--- src/hw/rtl/dft_pkg.sv ---
// Shared types and constants of the DShot frame transmitter.
package dft_pkg;

   localparam int unsigned THR_W    = 11;
   localparam int unsigned FRAME_W  = 16;
   localparam int unsigned PAYLD_W  = 12;
   localparam int unsigned CRC_W    = 4;
   localparam int unsigned CFG_W    = 8;
   localparam int unsigned CSR_IDX_W = 2;
   localparam int unsigned BITCNT_W = 4;

   localparam logic [THR_W-1:0] THROTTLE_MAX = 11'd1999;

   // Register indexes on the configuration port
   localparam logic [CSR_IDX_W-1:0] CSR_CELL_TICKS     = 2'd0;
   localparam logic [CSR_IDX_W-1:0] CSR_LOW_ONE_TICKS  = 2'd1;
   localparam logic [CSR_IDX_W-1:0] CSR_LOW_ZERO_TICKS = 2'd2;

   localparam logic [CFG_W-1:0] CELL_TICKS_RST     = 8'd24;
   localparam logic [CFG_W-1:0] LOW_ONE_TICKS_RST  = 8'd6;
   localparam logic [CFG_W-1:0] LOW_ZERO_TICKS_RST = 8'd18;
   localparam logic [CFG_W-1:0] CELL_TICKS_MIN     = 8'd2;
   localparam logic [CFG_W-1:0] LOW_TICKS_MIN      = 8'd1;

   // Remainder left by a single set payload bit at each position (poly 0x05)
   localparam logic [CRC_W-1:0] CRC_COL [PAYLD_W] = '{
      4'h1, 4'h2, 4'h4, 4'h8, 4'h5, 4'hA,
      4'h1, 4'h2, 4'h4, 4'h8, 4'h5, 4'hA
   };

   typedef enum logic [2:0] {
      PH_IDLE  = 3'b001,
      PH_FRAME = 3'b010,
      PH_GAP   = 3'b100
   } phase_type;

   typedef struct packed {
      logic               is_send;
      logic [FRAME_W-1:0] frame;
   } entry_type;

   typedef struct packed {
      logic [CFG_W-1:0] cell_ticks;
      logic [CFG_W-1:0] low_one_ticks;
      logic [CFG_W-1:0] low_zero_ticks;
   } cfg_type;

endpackage

--- src/hw/rtl/dft_front.sv ---
// Front end: classifies a request and encodes a send into a finished frame.
module dft_front (
   input  logic                      req_is_send,
   input  logic [dft_pkg::THR_W-1:0] req_throttle,
   output dft_pkg::entry_type        entry
);
   import dft_pkg::*;

   logic [THR_W-1:0]   thr_sat;
   logic [PAYLD_W-1:0] payload;
   logic [CRC_W-1:0]   rem;

   always_comb begin
      thr_sat = (req_throttle > THROTTLE_MAX) ? THROTTLE_MAX : req_throttle;
      // telemetry bit is always clear
      payload = {thr_sat, 1'b0};
      rem = '0;
      for (int p = 0; p < PAYLD_W; p++) begin
         if (payload[p]) begin
            rem = rem ^ CRC_COL[p];
         end
      end
      entry.is_send = req_is_send;
      entry.frame   = {payload, ~rem};
   end

endmodule

--- src/hw/rtl/dft_queue.sv ---
// Two-entry queue between the front end and the waveform engine.
module dft_queue (
   input  logic               clock,
   input  logic               reset,
   input  logic               push,
   input  dft_pkg::entry_type push_entry,
   output logic               full,
   input  logic               pop,
   output logic               not_empty,
   output dft_pkg::entry_type pop_entry
);
   import dft_pkg::*;

   entry_type  slot_ff [2];
   logic       wr_ptr_ff, wr_ptr_in;
   logic       rd_ptr_ff, rd_ptr_in;
   logic [1:0] count_ff, count_in;

   assign full      = (count_ff == 2'd2);
   assign not_empty = (count_ff != 2'd0);
   assign pop_entry = slot_ff[rd_ptr_ff];

   always_comb begin
      wr_ptr_in = push ? ~wr_ptr_ff : wr_ptr_ff;
      rd_ptr_in = pop  ? ~rd_ptr_ff : rd_ptr_ff;
      count_in  = count_ff + {1'b0, push} - {1'b0, pop};
   end

   always_ff @(posedge clock) begin
      if (reset) begin
         wr_ptr_ff <= 1'b0;
         rd_ptr_ff <= 1'b0;
         count_ff  <= 2'd0;
      end else begin
         wr_ptr_ff <= wr_ptr_in;
         rd_ptr_ff <= rd_ptr_in;
         count_ff  <= count_in;
      end
   end

   always_ff @(posedge clock) begin
      if (push) begin
         slot_ff[wr_ptr_ff] <= push_entry;
      end
   end

endmodule

--- src/hw/rtl/dft_back.sv ---
// Waveform engine: runs frame and gap timing, one queued request per cycle while step is high.
module dft_back (
   input  logic               clock,
   input  logic               reset,
   input  dft_pkg::cfg_type   cfg,
   input  logic               step,
   input  dft_pkg::entry_type entry,
   output logic               pin_level,
   output logic               busy_res,
   output logic               rejected
);
   import dft_pkg::*;

   phase_type           phase_ff, phase_in;
   logic [FRAME_W-1:0]  shift_ff, shift_in;
   logic [BITCNT_W-1:0] bitcnt_ff, bitcnt_in;
   logic [CFG_W-1:0]    tick_ff, tick_in;
   logic                line_ff, line_in;

   logic [CFG_W-1:0] cell_eff;
   logic [CFG_W-1:0] low_raw;
   logic [CFG_W-1:0] low_eff;
   logic [CFG_W:0]   tick_sum;
   logic             cell_done;
   logic             busy_now;

   always_comb begin
      cell_eff  = (cfg.cell_ticks < CELL_TICKS_MIN) ? CELL_TICKS_MIN : cfg.cell_ticks;
      low_raw   = shift_ff[FRAME_W-1] ? cfg.low_one_ticks : cfg.low_zero_ticks;
      low_eff   = (low_raw < LOW_TICKS_MIN) ? LOW_TICKS_MIN : low_raw;
      if (low_eff > cell_eff - 8'd1) begin
         low_eff = cell_eff - 8'd1;
      end
      // nine bits: a wrap past 255 also ends the cell
      tick_sum  = {1'b0, tick_ff} + 9'd1;
      cell_done = (tick_sum >= {1'b0, cell_eff});
      busy_now  = (phase_ff != PH_IDLE);
   end

   always_comb begin
      phase_in  = phase_ff;
      shift_in  = shift_ff;
      bitcnt_in = bitcnt_ff;
      tick_in   = tick_ff;
      line_in   = line_ff;
      rejected  = 1'b0;
      if (entry.is_send) begin
         if (busy_now) begin
            rejected = 1'b1;
         end else begin
            phase_in  = PH_FRAME;
            shift_in  = entry.frame;
            bitcnt_in = '0;
            tick_in   = '0;
            line_in   = 1'b1;
         end
      end else begin
         case (phase_ff)
            PH_FRAME: begin
               line_in = (tick_ff < low_eff) ? 1'b0 : 1'b1;
               if (cell_done) begin
                  tick_in = '0;
                  if (bitcnt_ff == {BITCNT_W{1'b1}}) begin
                     phase_in = PH_GAP;
                  end else begin
                     bitcnt_in = bitcnt_ff + 1'b1;
                     shift_in  = {shift_ff[FRAME_W-2:0], 1'b0};
                  end
               end else begin
                  tick_in = tick_sum[CFG_W-1:0];
               end
            end
            PH_GAP: begin
               line_in = 1'b1;
               if (cell_done) begin
                  tick_in  = '0;
                  phase_in = PH_IDLE;
               end else begin
                  tick_in = tick_sum[CFG_W-1:0];
               end
            end
            default: begin
               phase_in = PH_IDLE;
               line_in  = 1'b1;
            end
         endcase
      end
      pin_level = line_in;
      busy_res  = (phase_in != PH_IDLE);
   end

   always_ff @(posedge clock) begin
      if (reset) begin
         phase_ff  <= PH_IDLE;
         shift_ff  <= '0;
         bitcnt_ff <= '0;
         tick_ff   <= '0;
         line_ff   <= 1'b1;
      end else if (step) begin
         phase_ff  <= phase_in;
         shift_ff  <= shift_in;
         bitcnt_ff <= bitcnt_in;
         tick_ff   <= tick_in;
         line_ff   <= line_in;
      end
   end

endmodule

--- src/hw/rtl/dshot_frame_transmitter.sv ---
// Top level of the DShot frame transmitter: front end, queue, waveform engine.
//
//  Channel   Direction  Carries
//  req_*     in         tuser: cmd (1 = send, 0 = tick); tdata: throttle
//  rsp_*     out        tdata: pin_level, busy_res, rejected
//  csr_*     in         register writes: cell_ticks, low_one_ticks, low_zero_ticks
//
//  One request enters and one response leaves per cycle when neither side stalls.
//  A request is queued at acceptance and stepped through the engine once the
//  output register is free; its response is registered there at that step.
//  While a response waits on rsp_tready the two-entry queue fills, then req_tready
//  drops until the response is taken.
//  Synchronous active-high reset: line idles high, queue empty, no response held.
module dshot_frame_transmitter (
   input  logic        clock,
   input  logic        reset,
   input  logic        req_tvalid,
   output logic        req_tready,
   input  logic [15:0] req_tdata,   // [10:0] throttle, [15:11] zero
   input  logic        req_tuser,   // [0] cmd
   output logic        rsp_tvalid,
   input  logic        rsp_tready,
   output logic [7:0]  rsp_tdata,   // [0] pin_level, [1] busy_res, [2] rejected, [7:3] zero
   input  logic        csr_we,
   input  logic [1:0]  csr_index,
   input  logic [7:0]  csr_wdata
);
   import dft_pkg::*;

   cfg_type   cfg_ff, cfg_in;
   entry_type front_entry;
   entry_type q_entry;
   logic      q_full;
   logic      q_valid;
   logic      push;
   logic      step;

   logic       pin_level;
   logic       busy_res;
   logic       rejected;
   logic       rsp_valid_ff, rsp_valid_in;
   logic [2:0] rsp_data_ff, rsp_data_in;

   // Register file: writes land directly, no read-back
   always_comb begin
      cfg_in = cfg_ff;
      if (csr_we) begin
         case (csr_index)
            CSR_CELL_TICKS:     cfg_in.cell_ticks     = csr_wdata;
            CSR_LOW_ONE_TICKS:  cfg_in.low_one_ticks  = csr_wdata;
            CSR_LOW_ZERO_TICKS: cfg_in.low_zero_ticks = csr_wdata;
            default:            cfg_in = cfg_ff;
         endcase
      end
   end

   always_ff @(posedge clock) begin
      if (reset) begin
         cfg_ff.cell_ticks     <= CELL_TICKS_RST;
         cfg_ff.low_one_ticks  <= LOW_ONE_TICKS_RST;
         cfg_ff.low_zero_ticks <= LOW_ZERO_TICKS_RST;
      end else begin
         cfg_ff <= cfg_in;
      end
   end

   // Front end: encode the request before it is queued
   dft_front u_front (
      .req_is_send  (req_tuser),
      .req_throttle (req_tdata[THR_W-1:0]),
      .entry        (front_entry)
   );

   assign req_tready = ~q_full;
   assign push       = req_tvalid & req_tready;

   dft_queue u_queue (
      .clock      (clock),
      .reset      (reset),
      .push       (push),
      .push_entry (front_entry),
      .full       (q_full),
      .pop        (step),
      .not_empty  (q_valid),
      .pop_entry  (q_entry)
   );

   // Advance the engine whenever a queued request exists and the output slot frees
   assign step = q_valid & (~rsp_valid_ff | rsp_tready);

   dft_back u_back (
      .clock     (clock),
      .reset     (reset),
      .cfg       (cfg_ff),
      .step      (step),
      .entry     (q_entry),
      .pin_level (pin_level),
      .busy_res  (busy_res),
      .rejected  (rejected)
   );

   // Output register: hold until taken, reload on each step
   always_comb begin
      rsp_valid_in = rsp_valid_ff;
      rsp_data_in  = rsp_data_ff;
      if (step) begin
         rsp_valid_in = 1'b1;
         rsp_data_in  = {rejected, busy_res, pin_level};
      end else if (rsp_tready) begin
         rsp_valid_in = 1'b0;
      end
   end

   always_ff @(posedge clock) begin
      if (reset) begin
         rsp_valid_ff <= 1'b0;
      end else begin
         rsp_valid_ff <= rsp_valid_in;
      end
   end

   always_ff @(posedge clock) begin
      rsp_data_ff <= rsp_data_in;
   end

   assign rsp_tvalid = rsp_valid_ff;
   assign rsp_tdata  = {5'b00000, rsp_data_ff};

   // A rejected send only happens while a frame or its gap is pending
   a_reject_busy : assert property (@(posedge clock) disable iff (reset)
      rsp_tvalid & rsp_tdata[2] |-> rsp_tdata[1])
      else $error("rejection reported while idle");

   // The line only goes low inside a frame
   a_low_busy : assert property (@(posedge clock) disable iff (reset)
      rsp_tvalid & ~rsp_tdata[0] |-> rsp_tdata[1])
      else $error("line low while idle");

   // A full queue always has an entry to drain
   a_full_valid : assert property (@(posedge clock) disable iff (reset)
      ~req_tready |-> q_valid)
      else $error("queue full yet empty");

   // The engine never steps while a held response is stalled
   a_no_overwrite : assert property (@(posedge clock) disable iff (reset)
      rsp_valid_ff & ~rsp_tready |-> ~step)
      else $error("response overwritten while stalled");

endmodule

--- config.mk ---
export PLATFORM = sky130hd
export DESIGN_NAME = dshot_frame_transmitter
export DESIGN_NICKNAME = d
export VERILOG_FILES = /design/src/hw/rtl/dft_pkg.sv /design/src/hw/rtl/dft_front.sv /design/src/hw/rtl/dft_queue.sv /design/src/hw/rtl/dft_back.sv /design/src/hw/rtl/dshot_frame_transmitter.sv
export SDC_FILE = /design/constraint.sdc
export NUM_CORES = 1
export LEC_CHECK = 0
export BUFFER_PORTS_ARGS = -buffer_cell sky130_fd_sc_hd__buf_4
export CAP_MARGIN = 20
export CORE_MARGIN = 4
export CORE_UTILIZATION = 50
export DETAILED_ROUTE_END_ITERATION = 6
export PLACE_DENSITY = 0.68
export SLEW_MARGIN = 20
export SYNTH_ARGS = -nofsm -noshare
export SYNTH_HDL_FRONTEND = slang
export SYNTH_SLANG_ARGS = --single-unit
--- constraint.sdc ---
create_clock -name clock -period 11.7 [get_ports clock]
set_input_delay 1.17 -clock clock [delete_from_list [all_inputs] [get_ports clock]]
set_output_delay 1.17 -clock clock [all_outputs]
set_load 0.05 [all_outputs]
==> results.py, run 1 <==
metrics = {
    "power_and_ir_drop": {
        "powerDensity_nw_per_um2": 163,
        "p_leak_uw": 0.00230,
        "peakVddDrop_v": 0.000120,
        "intPower_uw": 595,
        "p_seq_share_pct": 47.8,
        "pwr-share-clk_pct": 21.7,
        "p_sw_uw": 323,
        "p_total_uw": 918,
        "swShare_pct": 35.2,
        "combPwrFrac_pct": 30.5,
    },
    "die": {
        "num_io_pins": 42,
        "die_w_um": 110,
        "initial_core_util_pct": 52.3,
        "die_h_um": 110,
        "dieArea_um2": 12100,
        "rows": 36,
        "coreArea_um2": 9950,
    },
    "synthesis": {
        "yosys-top-cells-area": "dfxtp_1 (24%), edfxtp_1 (20%), mux2i_1 (7.3%), ha_1 (6.7%), nor2_1 (4.7%)",
        "avgSynthCellArea_um2": 10.4,
        "ys_seq_area_share_pct": 44.0,
        "ys.flop_type": "dfxtp_1",
        "synthesis.area_um2": 5210,
        "netlist.area_leader.share_pct": 23.8,
        "ys.warnings.count": 0,
        "synth-async-reset-ratio_pct": 0,
        "synth_common_cells": "nor2_1 (65), dfxtp_1 (62), mux2i_1 (38)",
        "synth_edf_count": 35,
        "yosysTopAreaCell": "dfxtp_1",
        "postSynthCellCount": 503,
        "yosysMostFrequentCell": "nor2_1",
        "synth_seq_cells": 97,
        "ys_types": 74,
    },
    "clock_tree": {
        "cts_hold_buf": 0,
        "cts.sinks": 97,
        "root_buffer": "clkbuf_8",
        "clock_path_buffers": 2,
        "cts_tree": "done",
        "clkTransAtPathRegs_ns": 0.10,
        "cts-buffers-inserted": 9,
        "cts_resized": 0,
        "htree_levels": 3,
        "worstSkewPairLatency_ns": 0.36,
        "cts_setup_buffers": 0,
    },
    "grt": {
        "antenna_found_initial": 0,
        "grt_max_degree": 47,
        "track_usage_pct": 18.0,
        "grt_pass1_vias": 3581,
        "grt_pass1_wl_um": 17100,
        "overflow": 0,
    },
    "setup_path": {
        "path_max_fanout": 9,
        "cpMaxStageDelayCell": "o31ai_4",
        "end_kind": "flop",
        "cpMostUsedCell": "ha_1",
        "crit_arrival_ns": 5.28,
        "r2r_slack_ns": 6.52,
        "worstPathCellList": "or2_1, or4_1, o31ai_2, ha_1, nor4b_1, xnor2_1, ha_1, o21ai_0, nor2_1, o31ai_4, mux2_2, ha_1, a21o_1, a211o_1, a2111oi_2, a221oi_1",
        "worstReg2RegStart": "cfg_ff[18]",
        "start_kind": "flop",
        "crit_buf_inv": 0,
        "critical_path_required_ns": 11.80,
        "path_delay_family": "compound AO/OA/AOI/OAI gates",
        "critical_path_class": "flop to flop",
        "regToRegEndpoint": "rsp_data_ff[0]",
        "ff2ff_path_depth": 16,
        "cpPeakStageDelay_ns": 0.49,
    },
    "placement": {
        "dp_hpwl_um": 7340,
        "place.gp.congestion": 0.902,
        "dp_cells": 642,
        "io_buffers": 31,
        "dpl_cell_area_um2": 5460,
        "dp_slack_ns": 6.51,
    },
    "sta": {
        "worst_pin_slew_ns": 1.00,
        "slew_headroom_pct": 33.0,
        "maxSlewViolCount": 0,
        "final.setup.tns_ns": 0,
        "grt_setup_unrepaired": "false",
        "fin_crit_ns": 5.18,
        "fin_skew_ns": 0.0144,
        "setup_slack_ns": 6.52,
        "period_share_pct": 44.3,
        "hold_viol_final": 0,
        "setup_viol": 0,
        "clock.fmax_mhz": 193,
    },
    "route": {
        "dr.pass1.iters": 4,
        "remaining_drc_errors": 0,
        "routed_via_density": 5.38,
        "wirelength_um": 9900,
        "dr_total_vias": 3543,
        "route.detailed.wl_per_inst_um": 15.1,
        "final_antenna_net_count": 0,
        "drtIter0Drc": 167,
    },
    "outcome": {
        "status": "finished, final reports clean",
    },
    "finish": {
        "postLayoutCellArea_um2": 5650,
        "fillerInstances": 900,
        "area_growth_pct": 8.41,
        "regArea_um2": 2290,
        "drive_gt1_share_pct": 16.2,
        "diodes": 0,
        "multi_input_area_um2": 2660,
        "fin_cells": 658,
        "layout.nets": 580,
    },
    "min_path": {
        "hold_start": "u_back.shift_ff[3]",
        "hold_end": "u_back.shift_ff[4]",
        "worstHoldPathCells": 2,
        "hold_class": "flop to flop",
    },
    "job": {
        "drv_cap": 0,
    },
}
placed cells by master (no fill, tap or decap), types with 7 or more instances in the layout:
master / n
a211o_1: 8
buf_4: 34
clkbuf_8: 10
nand3_1: 7
a21oi_1: 30
o21ai_0: 7
xnor2_1: 19
o2bb2ai_2: 10
and3_1: 7
nor2_1: 65
ha_1: 28
edfxtp_1: 35
dfxtp_1: 62
inv_1: 25
nor2b_1: 8
nand2_1: 14
mux2i_1: 38
sequential cells by signal, summed over array words and instances, names as in the netlist, named ones only:
signal,count
u_queue.slot_ff,32
cfg_ff,24
u_back.shift_ff,16
u_back.tick_ff,8
u_back.bitcnt_ff,4
rsp_data_ff,3
u_back.phase_ff,3
u_queue.count_ff,2
rsp_tvalid,1
u_back.line_ff,1
u_queue.rd_ptr_ff,1
u_queue.wr_ptr_ff,1
worst min-delay path, cell delays in order (launching register included):
cell and delay (ns):
dfxtp_1 0.32, nand2_1 0.06, a21oi_1 0.05
routing by layer:
metal,wire length (µm),up-vias,track usage (%)
met5,0,-,0
met4,126,0,4.36
met3,285,10,3.96
met2,4850,39,30.8
met1,4640,1660,23.0
li1,-,1834,-
logic make-up after synthesis:
group / share of synthesized area (%)
muxes: 9.25
xor gates and xnor gates: 4.20
DFF: 44.0
and+or+nand+nor: 14.7
AOI/OAI and AO/OA: 15.7
adders and majority gates: 6.73
other: 0.0720
buffers and inverters: 5.33
worst max-delay path by stage:
stage / cells past startpoint / startpoint / endpoint / slack [ns]
finish: 16 / cfg_ff[18] / rsp_data_ff[0] / 6.52
global route: 16 / cfg_ff[18] / rsp_data_ff[0] / 6.13
CTS: 16 / cfg_ff[18] / rsp_data_ff[0] / 6.50
detailed placement: 16 / cfg_ff[18] / rsp_data_ff[0] / 6.51
global placement: 16 / cfg_ff[18] / rsp_data_ff[0] / 6.60
floorplan: 16 / cfg_ff[18] / rsp_data_ff[0] / 6.97
final cells by class:
type / count / area share [%]
well taps: 133 / 2.95
clock inverters: 6 / 0.731
multi-input cells: 353 / 47.1
repair buffers: 34 / 4.52
clock buffers: 10 / 2.44
flip-flops and latches: 97 / 40.6
inverters: 25 / 1.66
per-stage QoR:
stage	hold slack (ns)	utilization, %
final	0.469	56.7
after global routing	0.495	56.7
after CTS	0.471	56.7
after detailed placement	0.444	54.9
after global placement	0.438	54.9
after floorplan	0.427	-
power groups by stage:
| stage | Sequential, µW | Combinational, µW | Clock [µW] |
|---|---|---|---|
| finish | 439 | 280 | 200 |
| detailed placement | 447 | 281 | 0 |
| CTS | 439 | 283 | 205 |
| global placement | 445 | 275 | 0 |
| floorplan | 439 | 229 | 0 |
| global route | 445 | 311 | 222 |
Power figures use the tool's default switching activity.
==> inputs of run 2 (changes only) <==
--- a/config.mk
+++ b/config.mk
@@ -10,7 +10,7 @@
 export CORE_MARGIN = 4
 export CORE_UTILIZATION = 50
 export DETAILED_ROUTE_END_ITERATION = 6
-export PLACE_DENSITY = 0.68
+export PLACE_DENSITY = 0.71
 export SLEW_MARGIN = 20
 export SYNTH_ARGS = -nofsm -noshare
 export SYNTH_HDL_FRONTEND = slang
==> constraint.sdc (replaced) <==
create_clock -name clock -period 4.5 [get_ports clock]
set_input_delay 0.45 -clock clock [delete_from_list [all_inputs] [get_ports clock]]
set_output_delay 0.45 -clock clock [all_outputs]
set_load 0.05 [all_outputs]
==> run 2 against run 1 <==
Effect of this change:
- design area up 6.3%
- hold slack worse by 0.20 ns
- sequential power rose to 2.5 times the previous value
- largest power group unchanged
- clock skew down 0.0074 ns
- register-to-register slack worse by 6.5 ns
- global-route usage up 0.34 points
- clock power rose to 3.1 times the previous value
- core utilization up 3.6 points
==> results.py, run 2 (synthesized netlist as in run 1, its figures left out) <==
metrics = {
    "finish": {
        "postLayoutCoreUtil_pct": 60.3,
        "final_common_cell": "nor2_1",
        "largest_reg_flops": 32,
        "top_register": "u_queue.slot_ff",
        "diodes": 0,
        "drive_gt1_share_pct": 22.6,
        "area_growth_pct": 15.2,
        "final_cell_mix": "nor2_1 (65), dfxtp_1 (61), buf_4 (52), mux2i_1 (37), edfxtp_1 (35)",
        "layout.nets": 600,
        "reg_top3": "u_queue.slot_ff x32, cfg_ff x24, u_back.shift_ff x16",
        "postLayoutCellArea_um2": 6000,
    },
    "outcome": {
        "status": "finished, final reports clean",
    },
    "grt": {
        "overflow": 0,
        "antenna_found_initial": 0,
        "grt_pass1_wl_um": 17300,
        "grt_max_degree": 47,
        "grt_pass1_vias": 3608,
        "track_usage_pct": 18.3,
    },
    "sta": {
        "fin_skew_ns": 0.00699,
        "fin_crit_ns": 4.44,
        "timing.hold.ws_ns": 0.273,
        "setup_slack_ns": 0.0623,
        "clock.fmax_mhz": 225,
        "slew_headroom_pct": 51.0,
        "maxSlewViolCount": 0,
        "setup_viol": 0,
        "hold_viol_final": 0,
        "worst_pin_slew_ns": 0.735,
        "period_share_pct": 98.6,
        "grt_setup_unrepaired": "true",
    },
    "die": {
        "die_w_um": 110,
        "initial_core_util_pct": 52.3,
        "rows": 36,
        "dieArea_um2": 12100,
        "num_io_pins": 42,
        "die_h_um": 110,
        "coreArea_um2": 9950,
    },
    "power_and_ir_drop": {
        "peakVddDrop_v": 0.000286,
        "p_leak_uw": 0.00246,
        "powerDensity_nw_per_um2": 425,
        "p_total_uw": 2550,
    },
    "setup_path": {
        "crit_buf_inv": 1,
        "worstReg2RegStart": "cfg_ff[19]",
        "ff2ff_path_depth": 17,
        "start_kind": "flop",
        "cp_num_cells": 17,
        "cpPeakStageDelay_ns": 0.46,
        "crit_end": "rsp_data_ff[0]",
        "critical_path_class": "flop to flop",
        "regToRegEndpoint": "rsp_data_ff[0]",
        "crit_arrival_ns": 4.54,
        "path_max_fanout": 3,
        "worstPathCellList": "or2_4, or4_4, o31ai_4, ha_2, nor4b_4, xnor2_2, ha_1, nand4_1, a21oi_2, o31ai_4, buf_6, mux2_4, ha_4, a21o_1, a211o_1, a2111oi_4, a221oi_2",
        "path_delay_family": "compound AO/OA/AOI/OAI gates",
        "r2r_slack_ns": 0.06,
        "critical_path_required_ns": 4.61,
        "crit_start": "cfg_ff[19]",
        "cpMaxStageDelayCell": "or4_4",
        "end_kind": "flop",
        "cpMostUsedCell": "o31ai_4",
    },
    "route": {
        "final_antenna_net_count": 0,
        "routed_via_density": 5.42,
        "wirelength_um": 10400,
        "remaining_drc_errors": 0,
        "route.detailed.wl_per_inst_um": 15.4,
        "dr.pass1.iters": 4,
        "drtIter0Drc": 184,
        "dr_total_vias": 3676,
    },
    "clock_tree": {
        "clock_path_buffers": 2,
        "root_buffer": "clkbuf_8",
        "clkTransAtPathRegs_ns": 0.10,
        "cts-buffers-inserted": 9,
        "cts.sinks": 97,
        "htree_levels": 3,
        "cts_tree": "done",
        "worstSkewPairLatency_ns": 0.36,
    },
    "placement": {
        "dp_hpwl_um": 7400,
        "dpl_cell_area_um2": 5600,
        "place.gp.congestion": 0.867,
        "dp_slack_ns": -0.0332,
        "io_buffers": 31,
    },
    "job": {
        "drv_cap": 0,
    },
    "min_path": {
        "worstHoldPathCells": 1,
        "hold_class": "input pin to flop",
    },
}
## run 2: stage by stage
stage / instances / setup TNS [ns]
after floorplan: 507 / 0
after global placement: 652 / 0
after detailed placement: 652 / -0.0475
after CTS: 675 / 0
after global routing: 678 / -0.201
final: 678 / 0
## run 2: worst min path at each step
stage	start	endpoint
4_1_cts	req_tuser	u_queue.slot_ff[0][15]
5_1_grt	req_tuser	u_queue.slot_ff[0][15]
3_5_place_dp	u_back.shift_ff[2]	u_back.shift_ff[2]
2_1_floorplan	u_back.shift_ff[0]	u_back.shift_ff[0]
3_3_place_gp	u_back.shift_ff[0]	u_back.shift_ff[0]
6_report	req_tuser	u_queue.slot_ff[0][15]
## run 2: metal layers
metal	global-route usage, %	vias up	part of all wire [%]
li1	-	1868	-
met1	23.5	1734	46
met2	31.0	57	49
met3	3.73	17	3.5
met4	5.43	0	1.3
met5	0	-	0
## run 2: area by class of cell
class / count / area [µm²]
Clock buffer: 12 / 166
Clock inverter: 4 / 56.3
Fill cell: 838 / 3950
Inverter: 25 / 93.8
Multi-Input combinational cell: 353 / 2810
Sequential cell: 97 / 2290
Tap cell: 133 / 166
Timing Repair Buffer: 54 / 413
## run 2: repair_timing
action | in CTS | in global routing
endpoints found under the setup margin | 2 | 2
gates resized for setup | 10 | 10
endpoints found under the hold margin | 0 | 0
buffers inserted | 7 | 3
hold buffers | 0 | 0
pin swaps | 11 | 8
## run 2: where the power goes
group	switching, µW	internal [µW]	total [µW]
logic	483	333	817
registers	71.3	1040	1110
clock network	315	310	626
total	870	1680	2550
